### src/mpct_pkg.sv
// shared types and constants for the message port credit table
package mpct_pkg;

   localparam int HANDLE_W      = 8;
   localparam int HANDLE_SPACE  = 256;
   localparam int MAX_MSG_W     = 16;
   localparam int SLOTS_DEFAULT = 256;
   localparam int COUNT_W_DEFAULT = 16;
   localparam int GROUP_SIZE    = 16;
   localparam int GROUP_W       = 4;

   typedef enum logic [1:0] {
      CMD_CREATE  = 2'd0,
      CMD_DESTROY = 2'd1,
      CMD_SEND    = 2'd2,
      CMD_RECEIVE = 2'd3
   } command_type;

   typedef enum logic [1:0] {
      ST_OK      = 2'd0,
      ST_INVALID = 2'd1,
      ST_BLOCK   = 2'd2,
      ST_FULL    = 2'd3
   } status_type;

   typedef struct packed {
      command_type             command;
      logic [HANDLE_W-1:0]     port_index;
      logic [MAX_MSG_W-1:0]    msg_limit;
   } req_type;

   typedef struct packed {
      status_type              status;
      logic [HANDLE_W-1:0]     handle;
   } rsp_type;

   typedef struct packed {
      logic                    found;
      logic [HANDLE_W-1:0]     slot;
   } free_slot_type;

endpackage

### src/mpct_free_finder.sv
// two-level lowest-free-slot search over the in-use bits, group stage registered
module mpct_free_finder import mpct_pkg::*; #(
   parameter int LIVE = HANDLE_SPACE
) (
   input  logic              clock,
   input  logic [LIVE-1:0]   in_use,
   output free_slot_type     free_slot
);

   localparam int NGRP   = (LIVE + GROUP_SIZE - 1) / GROUP_SIZE;
   localparam int NGRP_W = (NGRP > 1) ? $clog2(NGRP) : 1;
   localparam int PAD    = NGRP * GROUP_SIZE;

   logic [LIVE-1:0]    free_bits;
   logic [PAD-1:0]     free_pad;
   logic [NGRP-1:0]    grp_any_in;
   logic [GROUP_W-1:0] grp_low_in [NGRP];
   logic [NGRP-1:0]    grp_any_ff;
   logic [GROUP_W-1:0] grp_low_ff [NGRP];
   logic [NGRP_W-1:0]  sel_grp;
   logic [GROUP_W-1:0] sel_low;
   logic               found;

   assign free_bits = ~in_use;
   assign free_pad  = PAD'(free_bits);

   // first level: any free and lowest free inside each group
   always_comb begin
      for (int g = 0; g < NGRP; g++) begin
         grp_any_in[g] = |free_pad[g*GROUP_SIZE +: GROUP_SIZE];
         grp_low_in[g] = '0;
         for (int b = GROUP_SIZE - 1; b >= 0; b--) begin
            if (free_pad[g*GROUP_SIZE + b]) begin
               grp_low_in[g] = GROUP_W'(b);
            end
         end
      end
   end

   always_ff @(posedge clock) begin
      grp_any_ff <= grp_any_in;
      grp_low_ff <= grp_low_in;
   end

   // second level: lowest group holding a free slot
   always_comb begin
      found   = |grp_any_ff;
      sel_grp = '0;
      sel_low = '0;
      for (int g = NGRP - 1; g >= 0; g--) begin
         if (grp_any_ff[g]) begin
            sel_grp = NGRP_W'(g);
            sel_low = grp_low_ff[g];
         end
      end
   end

   assign free_slot.found = found;
   assign free_slot.slot  = found ? HANDLE_W'({sel_grp, sel_low}) : '0;

endmodule
### config.mk
export PLATFORM = sky130hd
export DESIGN_NAME = mpct_free_finder
export DESIGN_NICKNAME = d
export VERILOG_FILES = /design/src/mpct_pkg.sv /design/src/mpct_free_finder.sv
export SDC_FILE = /design/constraint.sdc
export NUM_CORES = 1
export LEC_CHECK = 0
export BUFFER_PORTS_ARGS = -buffer_cell sky130_fd_sc_hd__buf_2
export CAP_MARGIN = 40
export CORE_MARGIN = 3
export CORE_UTILIZATION = 40
export DETAILED_ROUTE_END_ITERATION = 8
export PLACE_DENSITY = 0.82
export SYNTH_ARGS = -nofsm -noshare
export SYNTH_HDL_FRONTEND = slang
export SYNTH_SLANG_ARGS = --single-unit
### constraint.sdc
create_clock -name clock -period 1.9 [get_ports clock]
set_input_delay 0.285 -clock clock [delete_from_list [all_inputs] [get_ports clock]]
set_output_delay 0.285 -clock clock [all_outputs]
set_load 0.01 [all_outputs]
After elaboration in Yosys (flattened, before gate mapping):

Cells that the tools add are included.

* input bits: 257
* word-level logic and storage cells: 404
* register bits after elaboration: 80
* output and inout port bits: 9

* multiplexer cells: 273
* reductions and logical operators: 65
* bitwise logic cells: 1

Operator list (number)
* $mux 4: 160
* $reduce_or 16->1: 17
* $not 256->256: 1
* $mux 3: 64
* $reduce_or 8->1: 16
* $mux 2: 32
* $reduce_or 4->1: 16
* $reduce_or 2->1: 16
* $mux 1: 16
* $mux 8: 1

Longest topological paths before layout:

* depth in word-level cells: 17
* gate-level depth with buffers: 6
* depth with buffers taken out: 5

Worst setup path after synthesis:

OpenSTA, ideal clock, no wires.

* kind: register to output
* start: register grp_any_ff[6]
* end: output free_slot[2] (netlist name)
* buffers on the path: 1
* slack: 0.069 ns
* required time: 1.615 ns
* arrival time: 1.546 ns
* cell stages (with the launch flop): 7
* cell sequence: dfxtp_1 -> buf_6 -> nor3b_2 -> a2111oi_2 -> o2111ai_1 -> a2111oi_2 -> a221o_1

RTL lines
* start: declaration: line mpct_free_finder.sv:18 `logic [NGRP-1:0] grp_any_ff;`
* start signal: assignment: line mpct_free_finder.sv:41 `grp_any_ff <= grp_any_in;`
* end: declaration: line mpct_free_finder.sv:7 `output free_slot_type free_slot`

==> summary.md <==
| Metric | Value |
|---|---|
| Routed via count | `6,290` |
| Sw frac | `24.4%` |
| Remaining DRCs | `0` |
| Final Hold Vio Count | `0` |
| DRT Wirelength | `16,000 um` |
| Post-Synthesis Net Count | `977` |
| Max Root-Sink Buffers | `2` |
| Min cycle time layout | `2.36 ns` |
| # nets final | `1,275` |
| RD Place Congestion | `0.902` |
| Post-Syn Area | `5030 sq um` |
| Worst min-delay path startpoint | `in_use[35]` |
| Total global-route track usage | `22.1%` |
| Drt initial violations | `242` |
| Clock-pin slew on the worst setup and hold paths | `0.06 ns` |
| Total power draw | `4.29 mW` |
| Post-DRT Antenna Nets | `0` |
| M3 GR Usage | `4.81%` |
| Most used DFF post-synth | `dfxtp_1` |
| Area grow syn2layout | `45.2%` |
| Setup TNS | `-2.30 ns` |
| Initial Utilization | `41.3%` |
| Pwr dens | `588 nW/um^2` |
| Post-DP HPWL | `13,300 um` |
| Crit Path Class | `reg -> out` |
| Die height | `118 um` |
| CTS buffer count | `9` |
| Core area | `12,200 sq um` |
| CP Cell Sequence | `nand3b_1 -> a221oi_2 -> o2111ai_1 -> a2111oi_2 -> buf_4 -> a221o_1 -> buf_2` |
| Htree depth | `3` |
| Pin count of the biggest net entering global routing | `14` |
| Synth async-reset ratio | `0%` |
| TritonCTS clock tree | `done` |
| Hold Crit Depth | `2` |
| Synth Area per Inst | `6.98 sq um` |
| Worst Setup SP | `grp_any_ff[14]` |
| Final worst slack | `-0.456 ns` |
| Antenna Cells | `0` |
| Cells after Synth | `720` |
| Net Switching | `1.05 mW` |
| Leak Pwr | `3.31 nW` |
| Drt pass-1 iters | `6` |
| Dpl cells | `1,171` |
| Slowest stage cell, crit path | `dfxtp_4` |
| GRT overflow | `0` |
| Fmax | `424 MHz` |
| Initial antenna violation count | `0` |
| Int Pwr | `3.25 mW` |
| Clock Sinks | `80` |
| Worst min-delay path class | `in -> reg` |
| First-pass GRT wire length | `26,100 um` |
| Max FO, Critical Path | `7` |
| Fin crit share | `124%` |
| Peak VDD IR | `0.468 mV` |
| Top cell type's share of synthesized area | `31.8%` |
| Worst Tran Pin Value | `0.465 ns` |
| Average routed wire per standard cell | `13.4 um` |
| Via density | `5.28` |
| Share of post-route cells with drive strength above 1 | `34.7%` |
| Hold EP | `grp_low_ff[53]` |
| Yosys warns | `0` |
| Distinct cells, synth | `38` |
| Clk pwr share | `42.6%` |
| Critical Path AT | `2.07 ns` |
| Final hold slack | `0.161 ns` |
| Sequential area share after synthesis | `31.8%` |
| Startpoint Class | `flip-flop` |
| Busiest grt layer | `met2` |
| Crit end category | `output port` |
| Seq cells post-synth | `80` |
| Die X | `118 um` |
| Final setup viols | `8` |
| Site row count | `40` |
| Final cell count without fillers | `1,191` |
| Synth top area cells | `dfxtp_1 (32%), nand2_1 (9.0%), a21oi_1 (6.3%), nand4_1 (6.1%), inv_1 (5.6%)` |
| Number of global-route vias before repair | `5,998` |
| Status | `finished with violations` |
| I/O pins | `266` |
| Slowest stage delay, CP | `0.36 ns` |
| Die area | `14,000 sq um` |
| M2 GR Usage | `39.5%` |
| Combinational Power Share | `16.5%` |
| Slew Limit Fails | `0` |
| Pre-CTS setup slack | `-0.231 ns` |
| Failing checks | `negative setup slack` |
| I/O Buffers | `265` |
| Sequential share of power | `40.9%` |
| WP data required | `1.62 ns` |
| Max-cap violations | `0` |
| Rel. slew slack | `69.0%` |
| Met1 usage | `25.7%` |
| EDFF count, synth | `0` |
| Yosys top cell by area | `dfxtp_1` |
| RSZ-0062 raised after global routing | `true` |
| Root Buffer | `clkbuf_16` |
| Most frequent cells in the layout | `buf_2 (264), nand2_1 (120), inv_1 (74), dfxtp_1 (70), a21oi_1 (61)` |
| Most common cell after layout, fill and taps aside | `buf_2` |
## cell families after synthesis
logic type,share of synthesized area (%)
AO/OA/AOI/OAI,30.0
flip-flops,31.8
buffers and inverters,7.19
AND/OR/NAND/NOR,30.9
## Yosys cell counts (2+ instances only)
master     count
nor3b_2        2
o2111ai_1     19
a221o_1        5
o31ai_1       20
nor2_1        53
nor3b_1        7
inv_2          3
or2b_1         2
nor4_2         2
nand2_1      121
o22ai_1        2
clkbuf_1       5
o311ai_0       2
a21boi_0      17
nor2b_1       25
a2111oi_2      5
nand4_1       49
nand3b_1       4
a31oi_1       33
a221oi_1       3
nand3_1       17
o21ai_0       34
nor4_1         3
buf_2          4
dfxtp_1       80
a21oi_1       63
inv_1         75
o211ai_1      20
buf_6          2
nor3_1        35
## how the worst max path moves through the flow
| stage | to | slack [ns] | cells past startpoint |
|---|---|---|---|
| global placement | free_slot[0] | -0.22 | 7 |
| finish | free_slot[0] | -0.46 | 7 |
| floorplan | free_slot[2] | 0.07 | 6 |
| global route | free_slot[0] | -0.57 | 8 |
| detailed placement | free_slot[0] | -0.23 | 7 |
| CTS | free_slot[0] | -0.44 | 7 |
## metrics by stage
step                      instance area [sq um]  utilization (%)
after floorplan                            5030                -
after global placement                     6720             55.3
after detailed placement                   6720             55.3
after CTS                                  7230             59.4
after global routing                       7300             60.1
final                                      7300             60.1
## state kept, by name (all words and copies together), names as in the netlist
signal	count
grp_low_ff	64
grp_any_ff	16
## final cells by class
| type | count | area [sq um] |
|---|---|---|
| clock buffer | 11 | 243 |
| clock inverter | 5 | 80.1 |
| timing repair buffer | 299 | 1620 |
| sequential | 80 | 1630 |
| fill | 1130 | 4860 |
| multi-input combinational | 550 | 3230 |
| inverter | 78 | 293 |
| tap | 168 | 210 |
## critical path, delay by kind of cell, from the launching register on
family / cells / cell delay (ns)
AO/OA/AOI/OAI: 4 / 0.91
flip-flops: 1 / 0.36
buffers and inverters: 2 / 0.30
AND/OR/NAND/NOR: 1 / 0.18
## power groups by stage
stage | logic [mW] | clock network, mW | registers [mW]
after floorplan | 0.262 | 0 | 1.79
after global placement | 0.688 | 0 | 1.80
after detailed placement | 0.701 | 0 | 1.80
after CTS | 0.707 | 1.85 | 1.76
after global routing | 0.805 | 1.92 | 1.76
final | 0.708 | 1.83 | 1.76
## layer usage
layer | wire, um | up-vias
li1 | - | 3242
met4 | 356 | 0
met3 | 1010 | 34
met1 | 6800 | 2788
met5 | 0 | -
met2 | 7830 | 226
## repair_timing
action	CTS	global route
buffers inserted	2	4
hold buffers	0	0
pin swaps	17	8
resized for setup	42	14
setup endpoints to repair	8	9
No activity file was read; power rests on OpenSTA's default activity.
